--- config.mk ---
export PLATFORM = sky130hd
export DESIGN_NAME = moving_window_regression_slope
export DESIGN_NICKNAME = d
export VERILOG_FILES = /design/src/hw/rtl/mwrs_pkg.sv /design/src/hw/rtl/mwrs_ram.sv /design/src/hw/rtl/mwrs_queue.sv /design/src/hw/rtl/mwrs_front.sv /design/src/hw/rtl/mwrs_div.sv /design/src/hw/rtl/mwrs_back.sv /design/src/hw/rtl/moving_window_regression_slope.sv
export SDC_FILE = /design/constraint.sdc
export NUM_CORES = 2
export LEC_CHECK = 0
export ABC_AREA = 1
export BUFFER_PORTS_ARGS = -buffer_cell sky130_fd_sc_hd__buf_2
export CAP_MARGIN = 20
export CORE_UTILIZATION = 54
export DETAILED_ROUTE_END_ITERATION = 12
export GPL_ROUTABILITY_DRIVEN = 0
export PLACE_DENSITY = 0.81
export SYNTH_ARGS = -nofsm -noshare
export SYNTH_HDL_FRONTEND = slang
export SYNTH_SLANG_ARGS = --single-unit
--- constraint.sdc ---
create_clock -name clk -period 5.25 [get_ports clk]
set_clock_uncertainty 0.15 [all_clocks]
set_input_delay 1.05 -clock clk [delete_from_list [all_inputs] [get_ports clk]]
set_output_delay 1.05 -clock clk [all_outputs]
set_load 0.05 [all_outputs]
--- src/hw/rtl/mwrs_pkg.sv ---
`default_nettype none

package mwrs_pkg;

    // Width of the window length register and its value after reset.
    localparam int LEN_W = 7;
    localparam logic [LEN_W-1:0] LEN_RESET = 7'd14;

    // Width of the slope result, signed Q41.0, a whole number with no fraction bits.
    localparam int SLOPE_W = 41;

    // What the front part decided about one word.
    typedef struct packed {
        logic store;   // the sample goes into the ring
        logic valid;   // the window is full and long enough for a fit
    } job_flags_t;

    localparam int FLAGS_W = $bits(job_flags_t);

    typedef enum logic [2:0] {
        B_IDLE,
        B_READ,
        B_DRAIN,
        B_SCALE,
        B_ABS,
        B_DIV,
        B_OUT
    } back_state_t;

endpackage

`default_nettype wire

--- src/hw/rtl/mwrs_ram.sv ---
`default_nettype none

module mwrs_ram #(
    parameter int WIDTH = 32,
    parameter int DEPTH = 64
) (
    input  wire logic                     clk,
    input  wire logic                     we,
    input  wire logic [$clog2(DEPTH)-1:0] waddr,
    input  wire logic [WIDTH-1:0]         wdata,
    input  wire logic [$clog2(DEPTH)-1:0] raddr,
    output logic      [WIDTH-1:0]         rdata
);

    logic [WIDTH-1:0] mem_reg [DEPTH];
    logic [WIDTH-1:0] rdata_reg;

    always_ff @(posedge clk)
    begin
        if (we)
        begin
            mem_reg[waddr] <= wdata;
        end
        rdata_reg <= mem_reg[raddr];
    end

    assign rdata = rdata_reg;

endmodule

`default_nettype wire

--- src/hw/rtl/mwrs_queue.sv ---
`default_nettype none

// Two-entry queue between the front and back parts.
module mwrs_queue #(
    parameter int WIDTH = 64
) (
    input  wire logic             clk,
    input  wire logic             rst_n,
    input  wire logic             push,
    input  wire logic [WIDTH-1:0] wdata,
    input  wire logic             pop,
    output logic      [WIDTH-1:0] rdata,
    output logic                  full,
    output logic                  empty
);

    logic [WIDTH-1:0] slot_reg [2];
    logic             wr_ptr_reg;
    logic             rd_ptr_reg;
    logic [1:0]       count_reg;
    logic             do_push;
    logic             do_pop;

    assign full    = (count_reg == 2'd2);
    assign empty   = (count_reg == 2'd0);
    assign do_push = push && !full;
    assign do_pop  = pop && !empty;
    assign rdata   = slot_reg[rd_ptr_reg];

    always_ff @(posedge clk or negedge rst_n)
    begin
        if (!rst_n)
        begin
            wr_ptr_reg <= 1'b0;
            rd_ptr_reg <= 1'b0;
            count_reg  <= 2'd0;
        end
        else
        begin
            if (do_push)
            begin
                wr_ptr_reg <= !wr_ptr_reg;
            end
            if (do_pop)
            begin
                rd_ptr_reg <= !rd_ptr_reg;
            end
            if (do_push && !do_pop)
            begin
                count_reg <= count_reg + 2'd1;
            end
            else if (do_pop && !do_push)
            begin
                count_reg <= count_reg - 2'd1;
            end
        end
    end

    always_ff @(posedge clk)
    begin
        if (do_push)
        begin
            slot_reg[wr_ptr_reg] <= wdata;
        end
    end

endmodule

`default_nettype wire

--- src/hw/rtl/mwrs_front.sv ---
`default_nettype none

// Takes input words, keeps the ring pointer and the sample count, and decides
// for each word where its sample goes and which window the back part fits.
module mwrs_front #(
    parameter int WINDOW_MAX  = 64,
    parameter int SAMPLE_BITS = 32
) (
    input  wire logic                             clk,
    input  wire logic                             rst_n,
    input  wire logic                             cfg_wr_en,
    input  wire logic [mwrs_pkg::LEN_W-1:0]       cfg_wr_data,
    input  wire logic                             in_valid,
    output logic                                  in_ready,
    input  wire logic signed [SAMPLE_BITS-1:0]    sample,
    input  wire logic                             sample_missing,
    input  wire logic                             group_start,
    input  wire logic                             q_full,
    output logic                                  q_push,
    output mwrs_pkg::job_flags_t                  job_flags,
    output logic [$clog2(WINDOW_MAX)-1:0]         job_wr_addr,
    output logic [SAMPLE_BITS-1:0]                job_sample,
    output logic [$clog2(WINDOW_MAX)-1:0]         job_start,
    output logic [$clog2(WINDOW_MAX+1)-1:0]       job_n
);

    localparam int ADDR_W = $clog2(WINDOW_MAX);
    localparam int CNT_W  = $clog2(WINDOW_MAX + 1);
    localparam int CMP_W  = (CNT_W > mwrs_pkg::LEN_W) ? CNT_W : mwrs_pkg::LEN_W;

    logic [mwrs_pkg::LEN_W-1:0] len_reg;
    logic [ADDR_W-1:0]          wp_reg;
    logic [ADDR_W-1:0]          wp_next;
    logic [CNT_W-1:0]           cnt_reg;
    logic [CNT_W-1:0]           cnt_next;
    logic [ADDR_W-1:0]          wp_base;
    logic [CNT_W-1:0]           cnt_base;
    logic [CMP_W-1:0]           len_ext;
    logic [CMP_W-1:0]           n_full;
    logic [CNT_W-1:0]           n;
    logic [CNT_W:0]             wp_x;
    logic [CNT_W:0]             n_x;
    logic [CNT_W:0]             start_x;
    logic                       accept;

    assign in_ready = !q_full;
    assign accept   = in_valid && !q_full;
    assign q_push   = accept;

    always_comb
    begin
        // Group start clears the pointer and count before this word is taken.
        wp_base  = group_start ? '0 : wp_reg;
        cnt_base = group_start ? '0 : cnt_reg;
        wp_next  = wp_base;
        cnt_next = cnt_base;
        if (!sample_missing)
        begin
            wp_next = (wp_base == ADDR_W'(WINDOW_MAX - 1)) ? '0 : wp_base + ADDR_W'(1);
            if (cnt_base != CNT_W'(WINDOW_MAX))
            begin
                cnt_next = cnt_base + CNT_W'(1);
            end
        end

        len_ext = CMP_W'(len_reg);
        n_full  = (len_ext > CMP_W'(WINDOW_MAX)) ? CMP_W'(WINDOW_MAX) : len_ext;
        n       = CNT_W'(n_full);

        // Oldest sample of the window, modulo the ring depth.
        wp_x    = (CNT_W + 1)'(wp_next);
        n_x     = (CNT_W + 1)'(n);
        start_x = (wp_x >= n_x) ? (wp_x - n_x) : (wp_x + (CNT_W + 1)'(WINDOW_MAX) - n_x);

        job_flags.store = !sample_missing;
        job_flags.valid = (n > CNT_W'(1)) && (cnt_next >= n);
        job_wr_addr     = wp_base;
        job_sample      = sample;
        job_start       = ADDR_W'(start_x);
        job_n           = n;
    end

    always_ff @(posedge clk or negedge rst_n)
    begin
        if (!rst_n)
        begin
            len_reg <= mwrs_pkg::LEN_RESET;
            wp_reg  <= '0;
            cnt_reg <= '0;
        end
        else
        begin
            if (cfg_wr_en)
            begin
                len_reg <= cfg_wr_data;
            end
            if (accept)
            begin
                wp_reg  <= wp_next;
                cnt_reg <= cnt_next;
            end
        end
    end

endmodule

`default_nettype wire

--- src/hw/rtl/mwrs_div.sv ---
`default_nettype none

// Restoring divider, one quotient bit per cycle.
module mwrs_div #(
    parameter int NUM_W = 48,
    parameter int DEN_W = 21
) (
    input  wire logic             clk,
    input  wire logic             rst_n,
    input  wire logic             start,
    input  wire logic [NUM_W-1:0] dividend,
    input  wire logic [DEN_W-1:0] divisor,
    output logic                  done,
    output logic      [NUM_W-1:0] quotient
);

    localparam int DCNT_W = $clog2(NUM_W + 1);

    logic              busy_reg;
    logic              done_reg;
    logic [DCNT_W-1:0] cnt_reg;
    logic [NUM_W-1:0]  quo_reg;
    logic [NUM_W-1:0]  quo_next;
    logic [DEN_W-1:0]  rem_reg;
    logic [DEN_W-1:0]  rem_next;
    logic [DEN_W-1:0]  dsr_reg;
    logic [DEN_W:0]    shifted;
    logic [DEN_W:0]    diff;
    logic              take;

    always_comb
    begin
        shifted  = {rem_reg, quo_reg[NUM_W-1]};
        diff     = shifted - {1'b0, dsr_reg};
        take     = !diff[DEN_W];
        rem_next = take ? diff[DEN_W-1:0] : shifted[DEN_W-1:0];
        quo_next = {quo_reg[NUM_W-2:0], take};
    end

    always_ff @(posedge clk or negedge rst_n)
    begin
        if (!rst_n)
        begin
            busy_reg <= 1'b0;
            done_reg <= 1'b0;
            cnt_reg  <= '0;
        end
        else if (start)
        begin
            busy_reg <= 1'b1;
            done_reg <= 1'b0;
            cnt_reg  <= DCNT_W'(NUM_W);
        end
        else if (busy_reg)
        begin
            cnt_reg <= cnt_reg - DCNT_W'(1);
            if (cnt_reg == DCNT_W'(1))
            begin
                busy_reg <= 1'b0;
                done_reg <= 1'b1;
            end
        end
        else
        begin
            done_reg <= 1'b0;
        end
    end

    always_ff @(posedge clk)
    begin
        if (start)
        begin
            quo_reg <= dividend;
            rem_reg <= '0;
            dsr_reg <= divisor;
        end
        else if (busy_reg)
        begin
            quo_reg <= quo_next;
            rem_reg <= rem_next;
        end
    end

    assign done     = done_reg;
    assign quotient = quo_reg;

endmodule

`default_nettype wire

--- src/hw/rtl/mwrs_back.sv ---
`default_nettype none

// Carries out one queued job: stores the sample, and if a fit is due sums the
// window with centered weights, scales, divides, saturates; holds the result word.
module mwrs_back #(
    parameter int WINDOW_MAX  = 64,
    parameter int SAMPLE_BITS = 32
) (
    input  wire logic                               clk,
    input  wire logic                               rst_n,
    input  wire logic                               q_empty,
    output logic                                    q_pop,
    input  wire mwrs_pkg::job_flags_t               job_flags,
    input  wire logic [$clog2(WINDOW_MAX)-1:0]      job_start,
    input  wire logic [$clog2(WINDOW_MAX+1)-1:0]    job_n,
    output logic                                    ram_we,
    output logic      [$clog2(WINDOW_MAX)-1:0]      ram_raddr,
    input  wire logic signed [SAMPLE_BITS-1:0]      ram_rdata,
    output logic                                    div_start,
    output logic [SAMPLE_BITS+2*$clog2(WINDOW_MAX)+3:0] div_dividend,
    output logic [3*$clog2(WINDOW_MAX+1)-1:0]       div_divisor,
    input  wire logic                               div_done,
    input  wire logic [SAMPLE_BITS+2*$clog2(WINDOW_MAX)+3:0] div_quotient,
    output logic                                    out_valid,
    input  wire logic                               out_ready,
    output logic signed [mwrs_pkg::SLOPE_W-1:0]     slope,
    output logic                                    slope_valid
);

    localparam int ADDR_W  = $clog2(WINDOW_MAX);
    localparam int CNT_W   = $clog2(WINDOW_MAX + 1);
    localparam int COEF_W  = CNT_W + 1;
    localparam int PROD_W  = COEF_W + SAMPLE_BITS;
    localparam int ACC_W   = SAMPLE_BITS + 2 * ADDR_W + 1;
    localparam int NUM_W   = ACC_W + 3;
    localparam int DENA_W  = 2 * CNT_W;
    localparam int DEN_W   = 3 * CNT_W;
    localparam int SLOPE_W = mwrs_pkg::SLOPE_W;
    localparam int WIDE_W  = ((NUM_W > SLOPE_W) ? NUM_W : SLOPE_W) + 1;
    localparam logic [WIDE_W-1:0] NEG_LIM = WIDE_W'(1) << (SLOPE_W - 1);
    localparam logic [WIDE_W-1:0] POS_LIM = NEG_LIM - WIDE_W'(1);

    mwrs_pkg::back_state_t state_reg;
    mwrs_pkg::back_state_t state_next;

    logic                      take_job;
    logic                      issue;
    logic                      load_out;
    logic                      finish_div;

    logic [ADDR_W-1:0]         addr_reg;
    logic [CNT_W-1:0]          left_reg;
    logic [CNT_W-1:0]          n_reg;
    logic signed [COEF_W-1:0]  coef_reg;
    logic signed [COEF_W-1:0]  coef1_reg;
    logic                      d1_v_reg;
    logic signed [PROD_W-1:0]  prod_reg;
    logic                      p_v_reg;
    logic signed [ACC_W-1:0]   acc_reg;
    logic signed [NUM_W-1:0]   num_reg;
    logic                      neg_reg;
    logic [DENA_W-1:0]         den_a_reg;
    logic [DEN_W-1:0]          den_reg;
    logic [SLOPE_W-1:0]        res_slope_reg;
    logic                      res_valid_reg;
    logic                      out_valid_reg;
    logic [SLOPE_W-1:0]        out_slope_reg;
    logic                      out_flag_reg;

    logic [WIDE_W-1:0]         q_wide;
    logic [WIDE_W-1:0]         q_clip;
    logic [SLOPE_W-1:0]        sat_slope;

    // Next-state logic.
    always_comb
    begin
        state_next = state_reg;
        case (state_reg)
            mwrs_pkg::B_IDLE:
            begin
                if (!q_empty)
                begin
                    state_next = job_flags.valid ? mwrs_pkg::B_READ : mwrs_pkg::B_OUT;
                end
            end
            mwrs_pkg::B_READ:
            begin
                if (left_reg == CNT_W'(1))
                begin
                    state_next = mwrs_pkg::B_DRAIN;
                end
            end
            mwrs_pkg::B_DRAIN:
            begin
                if (!d1_v_reg && !p_v_reg)
                begin
                    state_next = mwrs_pkg::B_SCALE;
                end
            end
            mwrs_pkg::B_SCALE:
            begin
                state_next = mwrs_pkg::B_ABS;
            end
            mwrs_pkg::B_ABS:
            begin
                state_next = mwrs_pkg::B_DIV;
            end
            mwrs_pkg::B_DIV:
            begin
                if (div_done)
                begin
                    state_next = mwrs_pkg::B_OUT;
                end
            end
            mwrs_pkg::B_OUT:
            begin
                if (!out_valid_reg || out_ready)
                begin
                    state_next = mwrs_pkg::B_IDLE;
                end
            end
            default:
            begin
                state_next = mwrs_pkg::B_IDLE;
            end
        endcase
    end

    // Output and control logic.
    always_comb
    begin
        take_job   = 1'b0;
        issue      = 1'b0;
        div_start  = 1'b0;
        finish_div = 1'b0;
        load_out   = 1'b0;
        case (state_reg)
            mwrs_pkg::B_IDLE:  take_job   = !q_empty;
            mwrs_pkg::B_READ:  issue      = 1'b1;
            mwrs_pkg::B_ABS:   div_start  = 1'b1;
            mwrs_pkg::B_DIV:   finish_div = div_done;
            mwrs_pkg::B_OUT:   load_out   = !out_valid_reg || out_ready;
            default:
            begin
                take_job = 1'b0;
            end
        endcase
        q_pop  = take_job;
        ram_we = take_job && job_flags.store;
    end

    assign ram_raddr    = addr_reg;
    // The divider loads the magnitude while the sign flag is still being
    // registered, so the sign is taken straight from the numerator here.
    assign div_dividend = num_reg[NUM_W-1] ? NUM_W'(-num_reg) : NUM_W'(num_reg);
    assign div_divisor  = den_reg;

    // Truncated quotient clipped to the slope range, sign restored.
    always_comb
    begin
        q_wide = WIDE_W'(div_quotient);
        if (neg_reg)
        begin
            q_clip    = (q_wide > NEG_LIM) ? NEG_LIM : q_wide;
            sat_slope = -SLOPE_W'(q_clip);
        end
        else
        begin
            q_clip    = (q_wide > POS_LIM) ? POS_LIM : q_wide;
            sat_slope = SLOPE_W'(q_clip);
        end
    end

    always_ff @(posedge clk or negedge rst_n)
    begin
        if (!rst_n)
        begin
            state_reg     <= mwrs_pkg::B_IDLE;
            d1_v_reg      <= 1'b0;
            p_v_reg       <= 1'b0;
            out_valid_reg <= 1'b0;
        end
        else
        begin
            state_reg <= state_next;
            d1_v_reg  <= issue;
            p_v_reg   <= d1_v_reg;
            if (load_out)
            begin
                out_valid_reg <= 1'b1;
            end
            else if (out_ready)
            begin
                out_valid_reg <= 1'b0;
            end
        end
    end

    always_ff @(posedge clk)
    begin
        if (take_job)
        begin
            addr_reg      <= job_start;
            left_reg      <= job_n;
            n_reg         <= job_n;
            coef_reg      <= COEF_W'(1) - COEF_W'(job_n);
            acc_reg       <= '0;
            res_slope_reg <= '0;
            res_valid_reg <= 1'b0;
        end
        else if (issue)
        begin
            addr_reg <= (addr_reg == ADDR_W'(WINDOW_MAX - 1)) ? '0 : addr_reg + ADDR_W'(1);
            left_reg <= left_reg - CNT_W'(1);
            coef_reg <= coef_reg + COEF_W'(2);
        end

        // Weight 2i-(N-1) for the sample at window position i.
        coef1_reg <= coef_reg;
        prod_reg  <= coef1_reg * ram_rdata;
        if (p_v_reg)
        begin
            acc_reg <= acc_reg + ACC_W'(prod_reg);
        end

        // Denominator (N-1)N(N+1), settled long before the divider starts.
        den_a_reg <= DENA_W'(n_reg - CNT_W'(1)) * DENA_W'(n_reg);
        den_reg   <= DEN_W'(den_a_reg) * DEN_W'(n_reg + CNT_W'(1));

        if (state_reg == mwrs_pkg::B_SCALE)
        begin
            num_reg <= (NUM_W'(acc_reg) <<< 2) + (NUM_W'(acc_reg) <<< 1);
        end
        if (state_reg == mwrs_pkg::B_ABS)
        begin
            neg_reg <= num_reg[NUM_W-1];
        end
        if (finish_div)
        begin
            res_slope_reg <= sat_slope;
            res_valid_reg <= 1'b1;
        end
        if (load_out)
        begin
            out_slope_reg <= res_slope_reg;
            out_flag_reg  <= res_valid_reg;
        end
    end

    assign out_valid   = out_valid_reg;
    assign slope       = out_slope_reg;
    assign slope_valid = out_flag_reg;

endmodule

`default_nettype wire

--- src/hw/rtl/moving_window_regression_slope.sv ---
`default_nettype none

// Channel   Signals                                      Direction  Handshake
// input     sample, sample_missing, group_start          in         in_valid / in_ready
// output    slope, slope_valid                           out        out_valid / out_ready
// config    cfg_wr_data (window length)                  in         cfg_wr_en, no wait
//
// In the back part, a word with a valid result goes through the window pass over
// its N samples (N is the effective window length), scaling, absolute value and
// the divider; a word with an invalid result goes straight to the output step.
// The window pass reads one ring entry per cycle from a sample memory with
// separate read and write ports, and the restoring divider yields one quotient
// bit per cycle. A two-word queue lets the front keep accepting while the back
// works or while a result waits in the output register. Reset is asynchronous
// and active low; it clears the pointer, count, window length (to 14) and all
// handshake state, but not the sample ring, which is only read once written.
module moving_window_regression_slope #(
    parameter int WINDOW_MAX  = 64,
    parameter int SAMPLE_BITS = 32
) (
    input  wire logic                                 clk,
    input  wire logic                                 rst_n,
    input  wire logic                                 cfg_wr_en,
    input  wire logic [mwrs_pkg::LEN_W-1:0]           cfg_wr_data,
    input  wire logic                                 in_valid,
    output logic                                      in_ready,
    input  wire logic signed [SAMPLE_BITS-1:0]        sample,
    input  wire logic                                 sample_missing,
    input  wire logic                                 group_start,
    output logic                                      out_valid,
    input  wire logic                                 out_ready,
    output logic signed [mwrs_pkg::SLOPE_W-1:0]       slope,
    output logic                                      slope_valid
);

    localparam int ADDR_W = $clog2(WINDOW_MAX);
    localparam int CNT_W  = $clog2(WINDOW_MAX + 1);
    localparam int NUM_W  = SAMPLE_BITS + 2 * ADDR_W + 4;
    localparam int DEN_W  = 3 * CNT_W;
    localparam int JOB_W  = mwrs_pkg::FLAGS_W + 2 * ADDR_W + SAMPLE_BITS + CNT_W;

    // Front to queue.
    logic                  q_push;
    logic                  q_full;
    mwrs_pkg::job_flags_t  f_flags;
    logic [ADDR_W-1:0]     f_wr_addr;
    logic [SAMPLE_BITS-1:0] f_sample;
    logic [ADDR_W-1:0]     f_start;
    logic [CNT_W-1:0]      f_n;
    logic [JOB_W-1:0]      q_wdata;

    // Queue to back.
    logic                  q_pop;
    logic                  q_empty;
    logic [JOB_W-1:0]      q_rdata;
    mwrs_pkg::job_flags_t  b_flags;
    logic [ADDR_W-1:0]     b_wr_addr;
    logic [SAMPLE_BITS-1:0] b_sample;
    logic [ADDR_W-1:0]     b_start;
    logic [CNT_W-1:0]      b_n;

    // Sample ring and divider.
    logic                  ram_we;
    logic [ADDR_W-1:0]     ram_raddr;
    logic [SAMPLE_BITS-1:0] ram_rdata;
    logic                  div_start;
    logic [NUM_W-1:0]      div_dividend;
    logic [DEN_W-1:0]      div_divisor;
    logic                  div_done;
    logic [NUM_W-1:0]      div_quotient;

    // The front classifies each word: where its sample lands in the ring,
    // which stretch of the ring forms its window, and whether a fit is due.
    mwrs_front #(
        .WINDOW_MAX  (WINDOW_MAX),
        .SAMPLE_BITS (SAMPLE_BITS)
    ) u_front (
        .clk            (clk),
        .rst_n          (rst_n),
        .cfg_wr_en      (cfg_wr_en),
        .cfg_wr_data    (cfg_wr_data),
        .in_valid       (in_valid),
        .in_ready       (in_ready),
        .sample         (sample),
        .sample_missing (sample_missing),
        .group_start    (group_start),
        .q_full         (q_full),
        .q_push         (q_push),
        .job_flags      (f_flags),
        .job_wr_addr    (f_wr_addr),
        .job_sample     (f_sample),
        .job_start      (f_start),
        .job_n          (f_n)
    );

    assign q_wdata = {f_flags, f_wr_addr, f_sample, f_start, f_n};

    mwrs_queue #(
        .WIDTH (JOB_W)
    ) u_queue (
        .clk   (clk),
        .rst_n (rst_n),
        .push  (q_push),
        .wdata (q_wdata),
        .pop   (q_pop),
        .rdata (q_rdata),
        .full  (q_full),
        .empty (q_empty)
    );

    assign {b_flags, b_wr_addr, b_sample, b_start, b_n} = q_rdata;

    // The ring is written only by the back part, in word order, so a window
    // under evaluation is never overwritten by a later word.
    mwrs_ram #(
        .WIDTH (SAMPLE_BITS),
        .DEPTH (WINDOW_MAX)
    ) u_ring (
        .clk   (clk),
        .we    (ram_we),
        .waddr (b_wr_addr),
        .wdata (b_sample),
        .raddr (ram_raddr),
        .rdata (ram_rdata)
    );

    mwrs_div #(
        .NUM_W (NUM_W),
        .DEN_W (DEN_W)
    ) u_div (
        .clk      (clk),
        .rst_n    (rst_n),
        .start    (div_start),
        .dividend (div_dividend),
        .divisor  (div_divisor),
        .done     (div_done),
        .quotient (div_quotient)
    );

    // The back sums 2i-(N-1) weighted samples, which equals 2*Sxy-(N-1)*S,
    // scales by six, divides by (N-1)N(N+1) and saturates.
    mwrs_back #(
        .WINDOW_MAX  (WINDOW_MAX),
        .SAMPLE_BITS (SAMPLE_BITS)
    ) u_back (
        .clk          (clk),
        .rst_n        (rst_n),
        .q_empty      (q_empty),
        .q_pop        (q_pop),
        .job_flags    (b_flags),
        .job_start    (b_start),
        .job_n        (b_n),
        .ram_we       (ram_we),
        .ram_raddr    (ram_raddr),
        .ram_rdata    (ram_rdata),
        .div_start    (div_start),
        .div_dividend (div_dividend),
        .div_divisor  (div_divisor),
        .div_done     (div_done),
        .div_quotient (div_quotient),
        .out_valid    (out_valid),
        .out_ready    (out_ready),
        .slope        (slope),
        .slope_valid  (slope_valid)
    );

endmodule

`default_nettype wire

-- After elaboration in Yosys (flattened, before gate mapping)
Memory sizes are Yosys's and may differ from the RTL's. A register that Yosys moved wholly into a read port is not among the register bits.
Cells that the tools add are included.
- bits in registers: 417
- bits in writable memories: 2154
- input port bits: 46
- output and inout port bits: 44
- memories: 2
- add/subtract/negate cells: 19
- multipliers: 3
- order comparisons: 6
- equal/unequal tests: 18
- muxes and demuxes: 54
- reductions and logical operators: 29
- memory list (memory ; words ; bits a word ; rd ports ; clocked after memory_dff ; write ports ; line ; text):
    u_ring.mem_reg ; 64 ; 32 ; 1 ; 1 ; 1 ; mwrs_ram.sv:15 ; logic [WIDTH-1:0] mem_reg [DEPTH];
    u_queue.slot_reg ; 2 ; 53 ; 1 ; 0 ; 1 ; mwrs_queue.sv:17 ; logic [WIDTH-1:0] slot_reg [2];
- operators with widths (operator ; number):
    $mux 41 ; 5
    $mux 48 ; 3
    $mux 45 ; 2
    $mux 6 ; 9
    $add 47x46->48 ; 1
    $gt 48x40->1 const B ; 1
    $gt 48x41->1 const B ; 1
    $neg 48->48 ; 1
    $add 45x40->45 ; 1
    $mux 7 ; 6
    $neg 41->41 ; 1
    $mul 8x32->40 ; 1
    $sub 22x21->22 ; 1
    $mul 14x21->21 ; 1
    $mux 21 ; 1
    $pmux 3 s7 ; 1
    $add 6x1->6 const B ; 3
    $mux 3 ; 6
    $mux 1 ; 17
    $mux 8 ; 2
    $mul 14x7->14 ; 1
    $eq 6x6->1 const B ; 2
    $reduce_bool 2->1 ; 6
    $sub 6x6->6 ; 2
    other kinds (30) ; 54

-- Depth between registers and ports, before layout
- depth in word-level cells: 8
- depth in mapped cells: 25
- depth with buffers taken out: 24

-- Hierarchy
From an unflattened synthesis, not the netlist that was laid out.
- cell total of the unflattened synthesis: 12214
- area total of the unflattened synthesis: 126652.7 µm²
- by module, submodules not included (module ; times used ; cells an instance ; area an instance (µm²) ; sequential area each (µm²)):
    mwrs_ram ; 1 ; 6769 ; 82738.1 ; 62139.6
    mwrs_back ; 1 ; 4150 ; 32378.6 ; 7917.6
    mwrs_div ; 1 ; 729 ; 5549.1 ; 2692.6
    mwrs_queue ; 1 ; 308 ; 4110.2 ; 3283.1
    mwrs_front ; 1 ; 258 ; 1876.8 ; 504.2

-- Worst setup path before layout
Ideal clock, no wire load.
- kind: reg2reg
- start point: reg u_back.n_reg[0]
- end point: reg u_back.den_a_reg[12]
- library setup time: 118 ps
- arrival time: 4880 ps
- data required time: 4982 ps
- path slack: 102 ps
- stages on the path, launching flop included: 26
- period minus slack after synthesis: 5148 ps
- path through: edfxtp_1 -> clkinv_1 -> clkbuf_1 -> ha_1 -> nand2_1 -> ha_1 -> inv_1 -> nand2_1 -> fa_1 -> inv_1 -> ha_1 -> inv_1 -> fa_1 -> fa_1 -> inv_1 -> ha_1 -> a21o_1 -> a31oi_1 -> o21ai_0 -> nand2_1 -> nand2_1 -> a21oi_1 -> nor2_1 -> o21ai_0 -> nand2_1 -> xor2_1
- cells in the longest elaborated chain, start to end: 2
- RTL lines (what ; line ; text):
    start: declaration ; mwrs_back.sv:53 ; logic [CNT_W-1:0] n_reg;
    start signal: assignment ; mwrs_back.sv:205 ; n_reg <= job_n;
    $sub 7x1->8 ; mwrs_back.sv:227 ; den_a_reg <= DENA_W'(n_reg - CNT_W'(1)) * DENA_W'(n_reg);
    $mul 14x7->14 (*) ; mwrs_back.sv:227 ;
    end signal: assignment ; mwrs_back.sv:227 ;
    end: declaration ; mwrs_back.sv:62 ; logic [DENA_W-1:0] den_a_reg;
Mark *: on every way between the ends. The rest lies on a longest branch, timed or not.
A chain may end at the register's enable or synchronous reset.

-- Final worst setup path
- start point: reg u_back.coef1_reg[7]
- end point: reg u_back.prod_reg[30]
- cells in the longest elaborated chain, start to end: 1
- RTL lines (what ; line ; text):
    start: declaration ; mwrs_back.sv:55 ; logic signed [COEF_W-1:0] coef1_reg;
    start signal: assignment ; mwrs_back.sv:219 ; coef1_reg <= coef_reg;
    $mul 8x32->40 ; mwrs_back.sv:220 ; prod_reg <= coef1_reg * ram_rdata;
    end signal: assignment ; mwrs_back.sv:220 ;
    end: declaration ; mwrs_back.sv:57 ; logic signed [PROD_W-1:0] prod_reg;
Every way passes these cells.

==> impl.org <==
** Outcome
- The flow ran to the end, and the final reports show no timing, DRC or antenna violations.

** Clock tree
- TritonCTS clock tree :: done
- CTS HTree Levels :: 4
- Post-cts hold buffer count :: 0
- The longest clock path from root to sink contains 3 buffers.
- Sink Count :: 2,599
- Clock tree synthesis inserted a total of 233 buffers.
- After clock tree synthesis, the clock-pin slew on the worst setup and hold paths is 0.07 ns.
- In this run the clock root is driven by a sky130_fd_sc_hd__clkbuf_16.
- Insertion delay to the later sink of the worst-skew pair :: 0.90 ns

** Layout
- Relative to the synthesized area, the layout overhead comes to 11.1%.
- Total number of nets in the final design :: 11,800
- The register with the most flip-flops in the layout has 2,048 of them.
- Fraction of layout cells with a size suffix above 1 :: 8.54%
- The layout has 16,300 filler cells.

** Detailed routing
- For this block, the initial DRC count from the detailed router was 14,100.
- Count of vias placed by the detailed router :: 90,500
- Before antenna repair, the detailed router went through 10 iterations.
- After detailed routing, the average wire length per cell comes to 23.5 µm.
- Number of antenna-violating nets in the routed design :: 0
- # DRC :: 0
- Post-detailed-route via-to-cell ratio :: 6.29
- Total wire length after detailed routing :: 337 mm

** Critical path
- Cells traversed along the worst timing path :: inv_1, or2_2, fa_1, fa_1, inv_1, fa_1, inv_1, fa_1, inv_1, ha_1, buf_4, nand2_1, o21ai_2, a21boi_0, buf_4, inv_1, nand2_1, o211ai_1, a21oi_2, o21ai_0, buf_4, xor2_1
- Largest stage delay on the critical path :: 0.55 ns
- Worst flop-to-flop path endpoint :: u_back.prod_reg[30]$_DFF_P_
- The worst setup path is of the flip-flop to flip-flop kind.
- WP data arrival :: 5.67 ns
- CP max-delay cell :: sky130_fd_sc_hd__fa_1
- Required time at the worst-slack endpoint :: 5.84 ns
- Worst flop-to-flop path startpoint :: u_back.coef1_reg[7]$_DFF_P_
- Startpoint type of the worst setup path :: flip-flop
- Highest fanout seen on the critical path :: 3
- Counting stages on the worst path, the most repeated cell is sky130_fd_sc_hd__inv_1.
- Launch point of the worst path :: u_back.coef1_reg[7]$_DFF_P_
- The setup check on the worst reg-to-reg path leaves a slack of 0.17 ns.
- FF-to-FF path depth :: 22
- Endpoint type of the worst setup path :: flip-flop

** Flow run
- Across the run, the number of max-cap violations was 0.

** STA
- In this run the tightest slew margin relative to its limit is 19.7%.
- Hold timing on the final database bottoms out at a slack of 0.111 ns.
- Post-route worst setup slack :: 0.174 ns
- The routed design could run at a clock period as short as 5.08 ns.
- Summed negative setup slack over all endpoints :: 0 ns
- Slew at the pin closest to its max-slew limit :: 1.19 ns
- Endpoints failing hold :: 0
- The number of slew-limit violations in the final report was 0.
- Derived from the worst setup path, the maximum achievable clock frequency is 197 MHz.
- Setup violations remaining at the end of the flow were counted as 0.
- After layout, the worst path uses 96.7% of the clock period.

** Yosys
- After synthesis the cells add up to 123,000 µm².
- Ranked by instance count, the synthesized netlist is headed by sky130_fd_sc_hd__edfxtp_1 (2,426), sky130_fd_sc_hd__nor2_1 (1,891), sky130_fd_sc_hd__o21ai_0 (1,630).
- Number of synthesized register bits :: 2,599
- Cell taking the most area after synthesis :: sky130_fd_sc_hd__edfxtp_1
- After technology mapping, the gate count stands at 11,100.
- Top_reg_cell synth :: sky130_fd_sc_hd__edfxtp_1
- After synthesis, flip-flops and latches occupy 62.4% of the total area.
- Most frequent cell after synthesis :: sky130_fd_sc_hd__edfxtp_1
- Count of flip-flops with a built-in enable after synthesis :: 2,426
- Synth top area cells :: sky130_fd_sc_hd__edfxtp_1 (59%), sky130_fd_sc_hd__o21ai_0 (6.6%), sky130_fd_sc_hd__nor2_1 (5.8%)
- For this run, asynchronously set or reset flops after synthesis account for 1.46%.
- Averaged over all synthesized cells, the footprint is 11.0 µm².
- Synthesis instantiated 61 different standard cells from the library.
- The synthesized design devotes to its leading area cell type 59.4% of total area.
- For this run, the number of Yosys warnings is 0.

** Pwr
- Total leakage power :: 49.8 nW
- Power spread over the standard cell area amounts to 333 nW/µm².
- The worst-case IR drop observed on VDD is 0.435 mV.
- Total power :: 45.4 mW

** Global route
- Global-route total usage across every layer :: 28.7%
- Maximum number of pins on one net before global-route repair :: 157
- The initial antenna violation count came to 25.
- Overflow left after global routing :: 0
- Global-route wire length before repair :: 505 mm
- The via count of the first global-routing pass is 88,400.

** Placement
- At the placement stage, the worst setup path has a slack of -0.0205 ns.
- Port buffering added 89 buffers.
- Detailed placer's ending HPWL :: 203 mm

** Floorplan
- The initial utilization of the core area, before any placement, comes to 54.4%.
- From left edge to right edge, the die measures 479 µm.
- From bottom edge to top edge, the die measures 479 µm.
- The die covers 229,000 µm².
- The floorplan has 174 rows.
- Floorplan core area :: 225,000 µm²
- Number of I/O pins :: 90

** Min path
- In this run the worst hold path is classified as primary input to async pin.
metrics by stage:
step	utilization, %	std cells	instance area [µm²]
3_3_place_gp	56.8	13900	128000
4_1_cts	60.3	14400	136000
3_5_place_dp	56.8	13900	128000
6_report	60.5	14400	136000
5_1_grt	60.5	14400	136000
2_1_floorplan	-	11100	123000
where the power goes:
group,internal [mW],total [mW],leakage [nW],switching (mW)
registers,23.6,23.7,23.5,0.123
clock network,10.0,17.8,3.94,7.76
logic,1.16,3.88,22.3,2.73
cell usage in the layout, fill, tap and decap left out, types with 16 or more instances in the layout:
cell type / count
sky130_fd_sc_hd__nand2_1: 1023
sky130_fd_sc_hd__o211ai_1: 27
sky130_fd_sc_hd__o21ai_1: 22
sky130_fd_sc_hd__buf_4: 254
sky130_fd_sc_hd__a31oi_1: 48
sky130_fd_sc_hd__o21ai_0: 1621
sky130_fd_sc_hd__nor3_1: 46
sky130_fd_sc_hd__clkinv_1: 52
sky130_fd_sc_hd__bufinv_16: 30
sky130_fd_sc_hd__a21o_1: 18
sky130_fd_sc_hd__buf_2: 89
sky130_fd_sc_hd__xnor2_1: 68
sky130_fd_sc_hd__nor2_1: 1820
sky130_fd_sc_hd__nand4_1: 50
sky130_fd_sc_hd__or2_2: 23
sky130_fd_sc_hd__clkbuf_1: 26
sky130_fd_sc_hd__nand2_2: 40
sky130_fd_sc_hd__ha_1: 269
sky130_fd_sc_hd__xor2_1: 133
sky130_fd_sc_hd__o32ai_1: 30
sky130_fd_sc_hd__dfxtp_1: 135
sky130_fd_sc_hd__nor4_1: 16
sky130_fd_sc_hd__nor2_4: 72
sky130_fd_sc_hd__fa_1: 307
sky130_fd_sc_hd__inv_1: 1004
sky130_fd_sc_hd__clkinv_2: 52
sky130_fd_sc_hd__o21bai_1: 18
sky130_fd_sc_hd__dfrtp_1: 34
sky130_fd_sc_hd__o22ai_1: 640
sky130_fd_sc_hd__edfxtp_1: 2426
sky130_fd_sc_hd__buf_12: 46
sky130_fd_sc_hd__nand3_1: 153
sky130_fd_sc_hd__clkbuf_16: 239
sky130_fd_sc_hd__a21oi_1: 294
sky130_fd_sc_hd__o21a_1: 25
critical path: cells and delay by family (launching register included):
kind / cells / cell delay [ns]
adders and majority gates: 5 / 2.40
AOI/OAI and AO/OA: 5 / 0.79
and+or+nand+nor: 3 / 0.41
buffers and inverters: 8 / 0.73
DFF: 1 / 0.31
xor gates and xnor gates: 1 / 0.14
layer usage:
layer	GRT usage [%]	up-vias	wire, µm
li1	-	39000	-
met1	35.7	43300	116000
met2	46.1	6718	156000
met3	6.99	1425	44300
met4	15.8	20	20700
met5	0	-	119
cells by family after synthesis:
group	count (synthesis)	share of synthesized area, %
AO/OA/AOI/OAI	2828	12.7
XOR/XNOR	201	1.43
adder cells (fa/ha/maj)	585	7.84
buffers and inverters	1616	5.11
flip-flops	2599	62.4
multiplexers	1	0.00816
other	2	0.00612
AND/OR/NAND/NOR	3281	10.5
layout make-up:
cell class | count | area, µm² | share of cell area (%)
multi-input cells | 6911 | 40800 | 29.9
flip-flops and latches | 2599 | 76500 | 56.1
clock buffers | 277 | 6240 | 4.58
clock inverters | 161 | 1760 | 1.29
repair buffers | 397 | 3360 | 2.47
well taps | 2992 | 3740 | 2.75
diodes | 14 | 35.0 | 0.0257
inverters | 1022 | 3860 | 2.83
how the worst max path moves through the flow:
stage / to / slack [ns] / cells past startpoint
detailed placement: u_back.div_divisor[18]$_DFF_P_ / -0.02 / 22
floorplan: u_back.den_a_reg[12]$_DFF_P_ / 0.10 / 25
finish: u_back.prod_reg[30]$_DFF_P_ / 0.17 / 22
global route: u_back.div_divisor[18]$_DFF_P_ / -0.15 / 24
global placement: u_back.prod_reg[35]$_DFF_P_ / 0.07 / 23
CTS: u_back.den_a_reg[12]$_DFF_P_ / 0.02 / 21
repair_timing:
action | in CTS | in global routing
setup endpoints to repair | 2 | 24
pin swaps | 0 | 8
setup buffers | 0 | 3
gates cloned | 0 | 0
gates resized for setup | 3 | 65
Note: power is estimated with default switching activity, not from simulation.
